### config.mk
export PLATFORM = sky130hd
export DESIGN_NAME = sample_window_mean_median
export DESIGN_NICKNAME = d
export VERILOG_FILES = /design/src/rtl/swmm_pkg.sv /design/src/rtl/sample_window_mean_median.sv /design/src/rtl/swmm_cell.sv /design/src/rtl/swmm_div.sv
export SDC_FILE = /design/constraint.sdc
export NUM_CORES = 2
export LEC_CHECK = 0
export ABC_AREA = 1
export BUFFER_PORTS_ARGS = -buffer_cell sky130_fd_sc_hd__clkbuf_2
export CAP_MARGIN = 0
export CORE_MARGIN = 2
export CORE_UTILIZATION = 49
export DETAILED_ROUTE_END_ITERATION = 8
export GPL_ROUTABILITY_DRIVEN = 1
export HOLD_SLACK_MARGIN = 0.05
export PLACE_DENSITY = 0.71
export SETUP_SLACK_MARGIN = 0.4
export SLEW_MARGIN = 20
export SYNTH_ARGS = -nofsm -noshare
export SYNTH_HDL_FRONTEND = slang
export SYNTH_HIERARCHICAL = 1
export SYNTH_SLANG_ARGS = --single-unit
export TNS_END_PERCENT = 1
### constraint.sdc
create_clock -name clock -period 7.6 [get_ports clock]
set_clock_uncertainty 0.2 [all_clocks]
set_input_delay 1.14 -clock clock [delete_from_list [all_inputs] [get_ports clock]]
set_output_delay 1.14 -clock clock [all_outputs]
set_load 0.01 [all_outputs]
### src/rtl/swmm_pkg.sv
package swmm_pkg;

   localparam int SAMPLE_W    = 32;
   localparam int FUNC_W      = 2;
   localparam int CSR_INDEX_W = 2;
   localparam int CSR_DATA_W  = 16;
   localparam int WSIZE_W     = 5;
   localparam int TIMEOUT_W   = 16;

   // item kinds carried on req_tuser
   localparam logic [FUNC_W-1:0] FUNC_SAMPLE = 2'd0;
   localparam logic [FUNC_W-1:0] FUNC_CLEAR  = 2'd1;
   localparam logic [FUNC_W-1:0] FUNC_TICK   = 2'd2;

   // register indexes
   localparam logic [CSR_INDEX_W-1:0] CSR_WINDOW_SIZE   = 2'd0;
   localparam logic [CSR_INDEX_W-1:0] CSR_REDUCE_MODE   = 2'd1;
   localparam logic [CSR_INDEX_W-1:0] CSR_TIMEOUT_TICKS = 2'd2;

   localparam logic MODE_MEAN   = 1'b0;
   localparam logic MODE_MEDIAN = 1'b1;

   // broadcast from the controller to every cell
   typedef struct packed {
      logic                       insert;
      logic                       drain;
      logic signed [SAMPLE_W-1:0] x;
   } cell_ctrl_type;

   // handed from one cell to the next one up
   typedef struct packed {
      logic signed [SAMPLE_W-1:0] value;
      logic                       gt;
   } cell_link_type;

endpackage

### src/rtl/sample_window_mean_median.sv
// Windowed mean/median reducer. Each req word carries an item kind on tuser (sample, clear
// window, timer tick) and a signed 32-bit sample on tdata. Samples go into a row of
// MAX_WINDOW cells that keeps the window sorted as it fills, while a running sum is kept
// beside it. A sample, clear or tick that emits nothing leaves the block ready for the
// next item. When a window completes (or a tick expires the timeout with samples held),
// the block stops taking items until the result is computed: in mean mode the sum goes
// through a bit-serial divider, one bit per cycle; in median mode the cells shift down
// toward cell 0 and the middle is picked off. A finished result sits in the rsp output
// register while new items are taken; a second result waits for that register to free.
// Registers are written on the csr channel, which is always ready; the user must write
// them only while idle, as the block itself does not enforce it.
module sample_window_mean_median #(
   parameter int MAX_WINDOW = 16
) (
   input  logic                               clock,
   input  logic                               reset,
   // input words
   input  logic                               req_tvalid,
   output logic                               req_tready,
   input  logic [swmm_pkg::SAMPLE_W-1:0]      req_tdata,   // [31:0] sample
   input  logic [swmm_pkg::FUNC_W-1:0]        req_tuser,   // [1:0] func
   // result words
   output logic                               rsp_tvalid,
   input  logic                               rsp_tready,
   output logic [swmm_pkg::SAMPLE_W-1:0]      rsp_tdata,   // [31:0] reduced_value
   // register writes
   input  logic                               csr_valid,
   output logic                               csr_ready,
   input  logic [swmm_pkg::CSR_INDEX_W-1:0]   csr_index,
   input  logic [swmm_pkg::CSR_DATA_W-1:0]    csr_data
);
   import swmm_pkg::*;

   localparam int CNT_W = $clog2(MAX_WINDOW + 1);
   localparam int SUM_W = SAMPLE_W + $clog2(MAX_WINDOW);
   localparam logic [CNT_W-1:0] MAX_C = CNT_W'(MAX_WINDOW);

   localparam logic [1:0] ST_IDLE  = 2'd0;
   localparam logic [1:0] ST_DRAIN = 2'd1;
   localparam logic [1:0] ST_DIV   = 2'd2;
   localparam logic [1:0] ST_DONE  = 2'd3;

   logic [1:0]                 state_ff, state_in;
   logic [CNT_W-1:0]           fill_ff, fill_in;
   logic [TIMEOUT_W-1:0]       tick_ff, tick_in;
   logic signed [SUM_W-1:0]    sum_ff, sum_in;
   logic [WSIZE_W-1:0]         wsize_ff, wsize_in;
   logic                       mode_ff, mode_in;
   logic [TIMEOUT_W-1:0]       timeout_ff, timeout_in;
   logic [CNT_W-1:0]           n_ff, n_in;
   logic [CNT_W-1:0]           k_ff, k_in;
   logic [SAMPLE_W-1:0]        lo_ff, lo_in;
   logic [SAMPLE_W-1:0]        res_ff, res_in;
   logic                       rsp_valid_ff, rsp_valid_in;
   logic [SAMPLE_W-1:0]        rsp_data_ff, rsp_data_in;

   logic                       accept;
   logic                       is_sample, is_clear, is_tick;
   logic signed [SAMPLE_W-1:0] sample;
   logic signed [SUM_W-1:0]    sample_ext;
   logic                       has_room;
   logic [CNT_W-1:0]           fill_plus;
   logic signed [SUM_W-1:0]    sum_plus;
   logic [TIMEOUT_W-1:0]       tick_plus;
   logic                       tick_hit;
   logic [CNT_W-1:0]           eff_window;
   logic                       emit_sample, emit_tick, emit_go;
   logic [CNT_W-1:0]           emit_n;
   logic signed [SUM_W-1:0]    emit_sum;
   logic [SUM_W-1:0]           emit_mag;
   logic                       div_start, div_done;
   logic [SAMPLE_W-1:0]        div_quotient;
   logic [CNT_W-1:0]           half;
   logic [CNT_W-1:0]           k_plus;
   logic [SAMPLE_W-1:0]        head_value;
   logic [SAMPLE_W:0]          pair_sum;
   logic [SAMPLE_W:0]          pair_adj;
   logic [SAMPLE_W-1:0]        pair_mean;

   cell_ctrl_type              cell_ctrl;
   cell_link_type              links [MAX_WINDOW];

   assign req_tready = state_ff == ST_IDLE;
   assign csr_ready  = 1'b1;
   assign accept     = req_tvalid && req_tready;
   assign is_sample  = accept && (req_tuser == FUNC_SAMPLE);
   assign is_clear   = accept && (req_tuser == FUNC_CLEAR);
   assign is_tick    = accept && (req_tuser == FUNC_TICK);
   assign sample     = $signed(req_tdata);
   assign sample_ext = SUM_W'(sample);

   always_comb begin
      if (wsize_ff == '0) begin
         eff_window = CNT_W'(1);
      end else if (32'(wsize_ff) > 32'(MAX_WINDOW)) begin
         eff_window = MAX_C;
      end else begin
         eff_window = CNT_W'(wsize_ff);
      end
   end

   // a full row drops the word; the window always completes before that
   assign has_room  = fill_ff < MAX_C;
   assign fill_plus = has_room ? CNT_W'(fill_ff + 1'b1) : fill_ff;
   assign sum_plus  = has_room ? SUM_W'(sum_ff + sample_ext) : sum_ff;
   assign tick_plus = TIMEOUT_W'(tick_ff + 1'b1);
   assign tick_hit  = (timeout_ff != '0) && (tick_plus >= timeout_ff);

   assign emit_sample = is_sample && (fill_plus >= eff_window);
   assign emit_tick   = is_tick && tick_hit && (fill_ff != '0);
   assign emit_go     = emit_sample || emit_tick;
   assign emit_n      = emit_sample ? fill_plus : fill_ff;
   assign emit_sum    = emit_sample ? sum_plus : sum_ff;
   assign emit_mag    = emit_sum[SUM_W-1] ? SUM_W'(-emit_sum) : SUM_W'(emit_sum);
   assign div_start   = emit_go && (mode_ff == MODE_MEAN);

   assign cell_ctrl.insert = is_sample && has_room;
   assign cell_ctrl.drain  = state_ff == ST_DRAIN;
   assign cell_ctrl.x      = sample;

   for (genvar i = 0; i < MAX_WINDOW; i++) begin : g_cell
      cell_link_type       prev_link;
      logic [SAMPLE_W-1:0] next_value;
      if (i == 0) begin : g_first
         assign prev_link = '0;
      end else begin : g_mid
         assign prev_link = links[i-1];
      end
      if (i == MAX_WINDOW - 1) begin : g_last
         assign next_value = links[i].value;
      end else begin : g_inner
         assign next_value = links[i+1].value;
      end
      swmm_cell #(
         .CNT_W (CNT_W),
         .IDX   (i)
      ) u_cell (
         .clock      (clock),
         .ctrl       (cell_ctrl),
         .fill       (fill_ff),
         .prev_link  (prev_link),
         .next_value (next_value),
         .link       (links[i])
      );
   end

   swmm_div #(
      .SUM_W (SUM_W),
      .DIV_W (CNT_W)
   ) u_div (
      .clock    (clock),
      .reset    (reset),
      .start    (div_start),
      .num_mag  (emit_mag),
      .neg      (emit_sum[SUM_W-1]),
      .divisor  (emit_n),
      .done     (div_done),
      .quotient (div_quotient)
   );

   // median pick: cell 0 shows sorted word k while draining
   assign half       = n_ff >> 1;
   assign k_plus     = CNT_W'(k_ff + 1'b1);
   assign head_value = links[0].value;
   assign pair_sum   = {lo_ff[SAMPLE_W-1], lo_ff} + {head_value[SAMPLE_W-1], head_value};
   // round toward zero before the halving
   assign pair_adj   = pair_sum + {{SAMPLE_W{1'b0}}, pair_sum[SAMPLE_W]};
   assign pair_mean  = pair_adj[SAMPLE_W:1];

   always_comb begin
      state_in     = state_ff;
      fill_in      = fill_ff;
      tick_in      = tick_ff;
      sum_in       = sum_ff;
      wsize_in     = wsize_ff;
      mode_in      = mode_ff;
      timeout_in   = timeout_ff;
      n_in         = n_ff;
      k_in         = k_ff;
      lo_in        = lo_ff;
      res_in       = res_ff;
      rsp_valid_in = rsp_valid_ff && !rsp_tready;
      rsp_data_in  = rsp_data_ff;

      if (is_sample) begin
         fill_in = fill_plus;
         sum_in  = sum_plus;
      end
      if (is_clear || emit_sample) begin
         fill_in = '0;
         sum_in  = '0;
         tick_in = '0;
      end
      if (is_tick && (timeout_ff != '0)) begin
         if (tick_hit) begin
            tick_in = '0;
            fill_in = '0;
            sum_in  = '0;
         end else begin
            tick_in = tick_plus;
         end
      end

      case (state_ff)
         ST_IDLE: begin
            if (emit_go) begin
               n_in     = emit_n;
               k_in     = '0;
               state_in = (mode_ff == MODE_MEDIAN) ? ST_DRAIN : ST_DIV;
            end
         end
         ST_DRAIN: begin
            k_in = k_plus;
            if (k_plus == half) begin
               lo_in = head_value;
            end
            if (k_ff == half) begin
               res_in   = n_ff[0] ? head_value : pair_mean;
               state_in = ST_DONE;
            end
         end
         ST_DIV: begin
            if (div_done) begin
               res_in   = div_quotient;
               state_in = ST_DONE;
            end
         end
         ST_DONE: begin
            if (!rsp_valid_ff || rsp_tready) begin
               rsp_valid_in = 1'b1;
               rsp_data_in  = res_ff;
               state_in     = ST_IDLE;
            end
         end
         default: begin
            state_in = ST_IDLE;
         end
      endcase

      if (csr_valid && csr_ready) begin
         case (csr_index)
            CSR_WINDOW_SIZE: wsize_in = csr_data[WSIZE_W-1:0];
            CSR_REDUCE_MODE: mode_in  = csr_data[0];
            CSR_TIMEOUT_TICKS: begin
               timeout_in = csr_data[TIMEOUT_W-1:0];
               tick_in    = '0;
            end
            default: ;
         endcase
      end
   end

   always_ff @(posedge clock) begin
      if (reset) begin
         state_ff     <= ST_IDLE;
         fill_ff      <= '0;
         tick_ff      <= '0;
         sum_ff       <= '0;
         wsize_ff     <= WSIZE_W'(1);
         mode_ff      <= MODE_MEAN;
         timeout_ff   <= '0;
         rsp_valid_ff <= 1'b0;
      end else begin
         state_ff     <= state_in;
         fill_ff      <= fill_in;
         tick_ff      <= tick_in;
         sum_ff       <= sum_in;
         wsize_ff     <= wsize_in;
         mode_ff      <= mode_in;
         timeout_ff   <= timeout_in;
         rsp_valid_ff <= rsp_valid_in;
      end
   end

   always_ff @(posedge clock) begin
      n_ff        <= n_in;
      k_ff        <= k_in;
      lo_ff       <= lo_in;
      res_ff      <= res_in;
      rsp_data_ff <= rsp_data_in;
   end

   assign rsp_tvalid = rsp_valid_ff;
   assign rsp_tdata  = rsp_data_ff;

   a_fill_bound: assert property (@(posedge clock) disable iff (reset)
      fill_ff <= MAX_C)
      else $error("window fill above row length");

   a_emit_clears: assert property (@(posedge clock) disable iff (reset)
      emit_go |=> (fill_ff == '0) && (sum_ff == '0))
      else $error("window not emptied after emit");

   a_div_in_div: assert property (@(posedge clock) disable iff (reset)
      div_done |-> state_ff == ST_DIV)
      else $error("divider finished outside mean phase");

   a_median_path: assert property (@(posedge clock) disable iff (reset)
      emit_go && (mode_ff == MODE_MEDIAN) |=> state_ff == ST_DRAIN)
      else $error("median emit did not start draining");

   a_rsp_source: assert property (@(posedge clock) disable iff (reset)
      $rose(rsp_tvalid) |-> $past(state_ff == ST_DONE))
      else $error("result word raised outside done phase");

endmodule

### src/rtl/swmm_cell.sv
module swmm_cell #(
   parameter int CNT_W = 5,
   parameter int IDX   = 0
) (
   input  logic                           clock,
   input  swmm_pkg::cell_ctrl_type        ctrl,
   input  logic [CNT_W-1:0]               fill,
   input  swmm_pkg::cell_link_type        prev_link,
   input  logic [swmm_pkg::SAMPLE_W-1:0]  next_value,
   output swmm_pkg::cell_link_type        link
);
   import swmm_pkg::*;

   localparam logic [CNT_W-1:0] IDX_C = CNT_W'(IDX);

   logic signed [SAMPLE_W-1:0] value_ff;
   logic signed [SAMPLE_W-1:0] value_in;
   logic                       gt;
   logic                       active;
   logic                       at_end;
   logic signed [SAMPLE_W-1:0] shift_in;

   assign gt       = $signed(value_ff) > $signed(ctrl.x);
   assign active   = IDX_C < fill;
   assign at_end   = IDX_C == fill;
   // take the lower neighbor's word if the new one lands below it, else the new word
   assign shift_in = prev_link.gt ? prev_link.value : ctrl.x;

   always_comb begin
      value_in = value_ff;
      if (ctrl.drain) begin
         value_in = $signed(next_value);
      end else if (ctrl.insert && ((active && gt) || at_end)) begin
         value_in = shift_in;
      end
   end

   always_ff @(posedge clock) begin
      value_ff <= value_in;
   end

   assign link.value = value_ff;
   assign link.gt    = gt;

endmodule

### src/rtl/swmm_div.sv
module swmm_div #(
   parameter int SUM_W = 36,
   parameter int DIV_W = 5
) (
   input  logic                           clock,
   input  logic                           reset,
   input  logic                           start,
   input  logic [SUM_W-1:0]               num_mag,
   input  logic                           neg,
   input  logic [DIV_W-1:0]               divisor,
   output logic                           done,
   output logic [swmm_pkg::SAMPLE_W-1:0]  quotient
);
   import swmm_pkg::*;

   localparam int STEP_W = $clog2(SUM_W + 1);
   localparam logic [STEP_W-1:0] LAST_STEP = STEP_W'(SUM_W - 1);

   logic                busy_ff, busy_in;
   logic                done_ff, done_in;
   logic [STEP_W-1:0]   step_ff, step_in;
   logic [SUM_W-1:0]    q_ff, q_in;
   logic [DIV_W-1:0]    rem_ff, rem_in;
   logic [DIV_W-1:0]    d_ff, d_in;
   logic                neg_ff, neg_in;
   logic [SAMPLE_W-1:0] quo_ff, quo_in;

   logic [DIV_W:0]      shifted;
   logic [DIV_W:0]      diff;
   logic                fits;
   logic [SUM_W-1:0]    q_next;

   assign shifted = {rem_ff, q_ff[SUM_W-1]};
   assign fits    = shifted >= {1'b0, d_ff};
   assign diff    = shifted - {1'b0, d_ff};
   assign q_next  = {q_ff[SUM_W-2:0], fits};

   always_comb begin
      busy_in = busy_ff;
      done_in = 1'b0;
      step_in = step_ff;
      q_in    = q_ff;
      rem_in  = rem_ff;
      d_in    = d_ff;
      neg_in  = neg_ff;
      quo_in  = quo_ff;
      if (start) begin
         busy_in = 1'b1;
         step_in = '0;
         q_in    = num_mag;
         rem_in  = '0;
         d_in    = divisor;
         neg_in  = neg;
      end else if (busy_ff) begin
         // one quotient bit per cycle
         q_in    = q_next;
         rem_in  = fits ? diff[DIV_W-1:0] : shifted[DIV_W-1:0];
         step_in = step_ff + 1'b1;
         if (step_ff == LAST_STEP) begin
            busy_in = 1'b0;
            done_in = 1'b1;
            quo_in  = neg_ff ? SAMPLE_W'(-q_next[SAMPLE_W-1:0]) : q_next[SAMPLE_W-1:0];
         end
      end
   end

   always_ff @(posedge clock) begin
      if (reset) begin
         busy_ff <= 1'b0;
         done_ff <= 1'b0;
         step_ff <= '0;
      end else begin
         busy_ff <= busy_in;
         done_ff <= done_in;
         step_ff <= step_in;
      end
   end

   always_ff @(posedge clock) begin
      q_ff   <= q_in;
      rem_ff <= rem_in;
      d_ff   <= d_in;
      neg_ff <= neg_in;
      quo_ff <= quo_in;
   end

   assign done     = done_ff;
   assign quotient = quo_ff;

endmodule

# Word level (Yosys, flattened, before mapping)
# Cells that the tools add are included.
classes:
  addsub: 10
  n_mul: 0
  div: 0
  magnitude_cmp: 37
  eq_ne: 29
  n_shift: 0
  mux: 87
  bitwise: 4
  n_reduce_logical: 103
op_table:
  columns: ["op", "n"]
  rows:
  - ["$mux 32", 49]
  - ["$gt 32x32->1", 16]
  - ["$mux 36", 9]
  - ["$mux 16", 5]
  - ["$pmux 32 s2", 1]
  - ["$mux 5", 10]
  - ["$logic_and 1x1->1", 44]
  - ["$eq 4x5->1 const A", 8]
  - ["$lt 4x5->1 const A", 8]
  - ["$add 36x32->36", 1]
  - ["$neg 36->36", 1]
  - ["$reduce_bool 2->1", 18]
  - ["$add 32x32->33", 1]
  - ["$add 33x1->33", 1]
  - ["$neg 32->32", 1]
  - ["$eq 3x5->1 const A", 4]
  - ["$lt 3x5->1 const A", 4]
  - ["$logic_or 1x1->1", 19]
  - ["$add 16x1->16 const B", 1]
  - ["$ge 16x16->1", 1]
  - ["$reduce_and 2->1", 8]
  - ["$reduce_bool 16->1", 1]
  - ["$add 5x1->5 const B", 2]
  - ["$eq 2x5->1 const A", 2]
  - ["28 further kinds", 55]
word_totals:
  register_bits: 787
  latchBits: 0
  mem_bits_rw: 0
  romBits: 0
  inputBits: 57
  output_inout_bits: 35
  word_cells: 307
  n_memories: 0

# Depth between registers and ports, before layout
depth:
  word_depth: 10
  mapped_depth: 31
  depth_no_buf: 29

# Modules after synthesis
# Netlist, hierarchy kept.
by_module_without_submodules:
  columns: ["mod", "instances", "cells_each", "area_per_inst_um2", "seq_area_each_um2"]
  rows:
  - ["sample_window_mean_median", 1, 2443, 15720.1, 4824.6]
  - ["swmm_cell at g_cell[15].u_cell ...", 2, 300, 2566.2, 960.9]
  - ["swmm_cell at g_cell[4].u_cell ...", 2, 301, 2566.2, 960.9]
  - ["swmm_cell at g_cell[5].u_cell ...", 2, 302, 2551.2, 960.9]
  - ["swmm_div", 1, 531, 4635.7, 2482.4]
  - ["swmm_cell at g_cell[10].u_cell", 1, 306, 2592.5, 960.9]
  - ["swmm_cell at g_cell[8].u_cell", 1, 310, 2573.7, 960.9]
  - ["swmm_cell at g_cell[13].u_cell", 1, 303, 2572.5, 960.9]
  - ["swmm_cell at g_cell[6].u_cell", 1, 301, 2571.2, 960.9]
  - ["swmm_cell at g_cell[12].u_cell", 1, 302, 2568.7, 960.9]
  - ["swmm_cell at g_cell[3].u_cell", 1, 302, 2567.5, 960.9]
  - ["swmm_cell at g_cell[14].u_cell", 1, 296, 2565.0, 960.9]
  - ["swmm_cell at g_cell[2].u_cell", 1, 301, 2565.0, 960.9]
  - ["swmm_cell at g_cell[0].u_cell", 1, 309, 2562.5, 960.9]
  - ["swmm_cell at g_cell[11].u_cell", 1, 302, 2555.0, 960.9]

# Least setup slack after synthesis
# No wires, ideal clock.
synth_timing:
  path_kind: "reg-to-reg"
  start: "register fill_ff[4]"
  end: "register u_div.quo_ff[0] (netlist: u_div/quotient[0]), enable pin"
  setup_ns: 0.421
  t_arrival_ns: 4.798
  t_required_ns: 6.979
  path_slack_ns: 2.181
  path_stages_with_launch: 19
  path_buffers: 5
  period_less_slack_ns: 5.419
  path_cell_list: "dfxtp_1 buf_4 inv_1 clkbuf_1 nand4_1 xor2_1 ha_1 nand2_1 inv_1 a21oi_2 nand3_2 nand2_4 buf_4 buf_2 a21oi_1 buf_2 inv_1 nand4_1 nor2_1"
synth_via:
  elab_chain_cells: 8
  word_cells_on_any_way: 11
  cone_classes: "add/sub: 1; order compare: 2; mux: 1; bitwise: 1; reduce/logical: 6"
synth_rtl:
  columns: ["item", "line_no", "rtl"]
  rows:
  - ["start: declaration", "sample_window_mean_median.sv:44", "logic [CNT_W-1:0] fill_ff, fill_in;"]
  - ["start signal: assignment", "sample_window_mean_median.sv:265", "fill_ff <= fill_in;"]
  - ["$add 5x1->5 / $lt 5x5->1 (equally long branches)", "sample_window_mean_median.sv:104, sample_window_mean_median.sv:103", null]
  - ["$mux 5", "sample_window_mean_median.sv:104", "assign fill_plus = has_room ? CNT_W'(fill_ff + 1'b1) : fill_ff;"]
  - ["$ge 5x5->1", "sample_window_mean_median.sv:109", "assign emit_sample = is_sample && (fill_plus >= eff_window);"]
  - ["$logic_and 1x1->1", "sample_window_mean_median.sv:109", null]
  - ["$logic_or 1x1->1 *", "sample_window_mean_median.sv:111", "assign emit_go = emit_sample || emit_tick;"]
  - ["$logic_and 1x1->1 *", "sample_window_mean_median.sv:115", "assign div_start = emit_go && (mode_ff == MODE_MEAN);"]
  - ["named net div_start", "sample_window_mean_median.sv:71", "logic div_start, div_done;"]
  - ["$not 1->1 (no line) *", null, null]
  - ["$reduce_and 3->1 (no line) *", null, null]
  - ["end signal: assignment", "swmm_div.sv:84", "quo_ff <= quo_in;"]
  - ["end: declaration", "swmm_div.sv:26", "logic [SAMPLE_W-1:0] quo_ff, quo_in;"]
# Mark *: on every way through the listed nets, which the timed path passes. The rest lies on a longest branch.
# A chain may end at the register's enable or synchronous reset.

# Worst setup path in the final report
layout_timing:
  start: "register fill_ff[0]"
  end: "register u_div.q_ff[24] (data pin)"
layout_via:
  elab_chain_cells: 8
  word_cells_on_any_way: 14
  cone_classes: "add/sub: 2; order compare: 2; mux: 5; reduce/logical: 5"
layout_rtl:
  columns: ["item", "line_no", "rtl"]
  rows:
  - ["$add 5x1->5 / $lt 5x5->1 (equally long branches)", "sample_window_mean_median.sv:104, sample_window_mean_median.sv:103", null]
  - ["$mux 5", "sample_window_mean_median.sv:104", null]
  - ["$ge 5x5->1", "sample_window_mean_median.sv:109", null]
  - ["$logic_and 1x1->1", "sample_window_mean_median.sv:109", null]
  - ["$mux 36 *", "sample_window_mean_median.sv:113", "assign emit_sum = emit_sample ? sum_plus : sum_ff;"]
  - ["$neg 36->36", "sample_window_mean_median.sv:114", "assign emit_mag = emit_sum[SUM_W-1] ? SUM_W'(-emit_sum) : SUM_W'(emit_sum);"]
  - ["$mux 36 *", "sample_window_mean_median.sv:114", null]
  - ["named net emit_mag[24]", "sample_window_mean_median.sv:70", "logic [SUM_W-1:0] emit_mag;"]
  - ["$mux 36 *", "swmm_div.sv:47", "if (start) begin"]
  - ["named net u_div.q_in[24]", "swmm_div.sv:22", "logic [SUM_W-1:0] q_ff, q_in;"]
  - ["end signal: assignment", "swmm_div.sv:80", "q_ff <= q_in;"]
  - ["end: declaration", "swmm_div.sv:22", null]
# Marks and branches as above.

==> key figures <==
Place
  • HPWL after DPL: approximately 140000 um
  • Dpl cells: ~9300
  • I/O Buffers: 90
  • Placed Area: ~63000 um^2
  • Global placer's final weighted congestion: between 0.9 and 1

Finish
  • Finished Layout Cells: 9516
  • Ratio of cells with drive above 1 in the final layout: under 10%
  • Final Cell Area: 66400 um^2
  • Fillcell total: between 10000 and 15000
  • Core Util, Final: a little over half
  • Layout area overhead: 8.130%
  • Diode count: 0
  • Fin nets: roughly 8500

Floorplanning
  • Die Width: ~360 um
  • Initial core utilization: between 40% and 50%
  • Core box area: roughly 120000 um^2
  • Die footprint: between 100000 and 150000 um^2
  • Number of I/O pins: around 90
  • Die H: 358 um
  • Row cnt: 129

Worst setup path
  • Reg2Reg Setup Slack: around 2.3 ns
  • WP data required: between 7 and 8 ns
  • Slowest cell on crit path: dfxtp_1
  • CP peak stage delay: around 0.96 ns
  • RR Startpoint: fill_ff[0]
  • Top cell by count, worst path: nand2_1
  • CP Max Fanout: 23
  • CP Launch Point: fill_ff[0]
  • Reg2reg end: u_div/q_ff[24]
  • Setup Crit Path Kind: flop to flop
  • Startpoint types: flop
  • Crit path capture type: flop
  • Critical path arrival: roughly 5.5 ns
  • Cells on worst reg2reg path: 25

Run status
  • Status: finished, final reports clean

STA
  • Setup total negative slack: 0 ns
  • Setup Viol. Count Final: 0
  • Worst slew margin: 27.44%
  • Fin. max-slew vios: 0
  • Post-layout minimum cycle time: roughly 5.3 ns
  • Fraction of the cycle the final worst path needs: around 70%
  • RSZ-0062 raised after global routing: no
  • FMAX: ~190 MHz
  • Hold Vio Cnt, Final: 0
  • Worst-Margin Slew: ~1.1 ns

Route
  • Drt first pass iters: 7
  • Final ANT Viol Nets: 0
  • Starting DRT DRC Count: just over 5000
  • Via count: around 54000
  • Vias per inst: roughly 5.6
  • # DRC: 0
  • Routed wire length: between 150000 and 200000 um
  • Wire per inst: 19.40 um

Yosys
  • Syn Area/Cell: 7.862 um^2
  • Synth Cell Area: between 60000 and 70000 um^2
  • Ys Warns: 6
  • Synthesized instance count: between 7000 and 8000

Worst hold path
  • Hold endpoint: rsp_tdata[18]
  • Hold Crit Depth: 0
  • Hold WC Path Type: flop to flop
  • Hold Startpoint: res_ff[18]

Clock tree
  • CTS tree: done
  • Cts-stage hold buffer count: 0
  • Root Driver: clkbuf_16
  • CTS H-tree depth: 3
  • TritonCTS Buffers: 93
  • Worst-path clk slew: about 0.060 ns
  • Clock Latency Late Sink: just over 0.7 ns
  • Setup Buffers After CTS: 0
  • Clock sinks: just under 800
  • Post_cts resized: 0
  • Clock Path Buffers: 3

Global routing
  • Global-route wire length before repair: 287800 um
  • Vias in the first global route: ~50000
  • Largest net degree at the start of global routing: 75
  • Initial antenna violation count: 1
  • GRT Residual Overflow: 0
  • All-Layer GR Usage: 28.34%

Job
  • MaxCap Viol Count: 0

Power
  • Leak: 29.88 nW
  • Power per cell area: ~340 nW/um^2
  • Peak supply drop: around 0.23 mV
## how the worst max path moves through the flow
stage,slack (ns),cells past startpoint,end
floorplan,2.18,18,u_div/quotient[0]
global placement,2.44,26,u_div/q_ff[26]
detailed placement,2.34,25,u_div/q_ff[24]
CTS,2.31,25,u_div/q_ff[24]
global route,1.86,24,u_div/q_ff[24]
finish,2.30,25,u_div/q_ff[24]
## report_power, final
part | switching (W) | internal (W)
Sequential | 0.000958 | 0.00665
Combinational | 0.00642 | 0.00365
Clock | 0.00196 | 0.00262
Total | 0.00934 | 0.0129
## cell usage in the layout, fill, tap and decap left out, drive strengths merged, types with 31 or more instances in the layout
master  instances
clkinv         59
buf            61
dfxtp          95
ha            617
clkbuf        205
nand3         290
nand2        2096
xor2           64
edfxtp        692
conb           34
o211ai        473
nor3           48
inv          1109
o21a          497
o21ai         236
nand4          76
a21oi         453
nor2          591
a21o           31
## registers in the layout, summed over array words and instances, names as in the netlist, 6 cells and up
register / cells
g_cell.u_cell/value_ff: 512
sum_ff: 36
u_div/q_ff: 36
lo_ff: 32
res_ff: 32
rsp_tdata: 32
u_div/quotient: 32
tick_ff: 16
timeout_ff: 16
u_div/step_ff: 6
## area by class of cell
type	count	area (um^2)	share of cell area, %
Multi-Input combinational cell	5644	33420	50.33
Tap cell	1637	2048	3.085
Clock buffer	115	2490	3.750
Clock inverter	58	618.1	0.9309
Timing Repair Buffer	151	908.4	1.368
Inverter	1124	4232	6.373
Sequential cell	787	22680	34.16
## critical path: cells and delay by family (launching register included)
kind	cells	cell delay, ns
simple gates	13	1.67
flops	1	0.96
fa+ha+maj	3	0.86
compound gates	4	0.73
buf+inv	4	0.41
xor+xnor	1	0.17
## routing by layer
metal  track usage (%)  wire length [um]  vias up
li1                  -                 -    26330
met1             39.41             81750    25220
met2             45.19             82530     1868
met3             3.023             12680      316
met4             11.41              7687        0
met5                 0                 0        -
## per-stage QoR
| step | total power [W] | worst slack (ns) | hold slack (ns) |
|---|---|---|---|
| floorplan | 0.01492 | 2.181 | 0.2003 |
| global placement | 0.01725 | 2.438 | 0.2023 |
| CTS | 0.02221 | 2.313 | 0.2161 |
| finish | 0.02227 | 2.303 | 0.2164 |
| detailed placement | 0.01757 | 2.342 | 0.2054 |
| global route | 0.02381 | 1.857 | 0.2312 |
(Power assumes the default switching activity.)
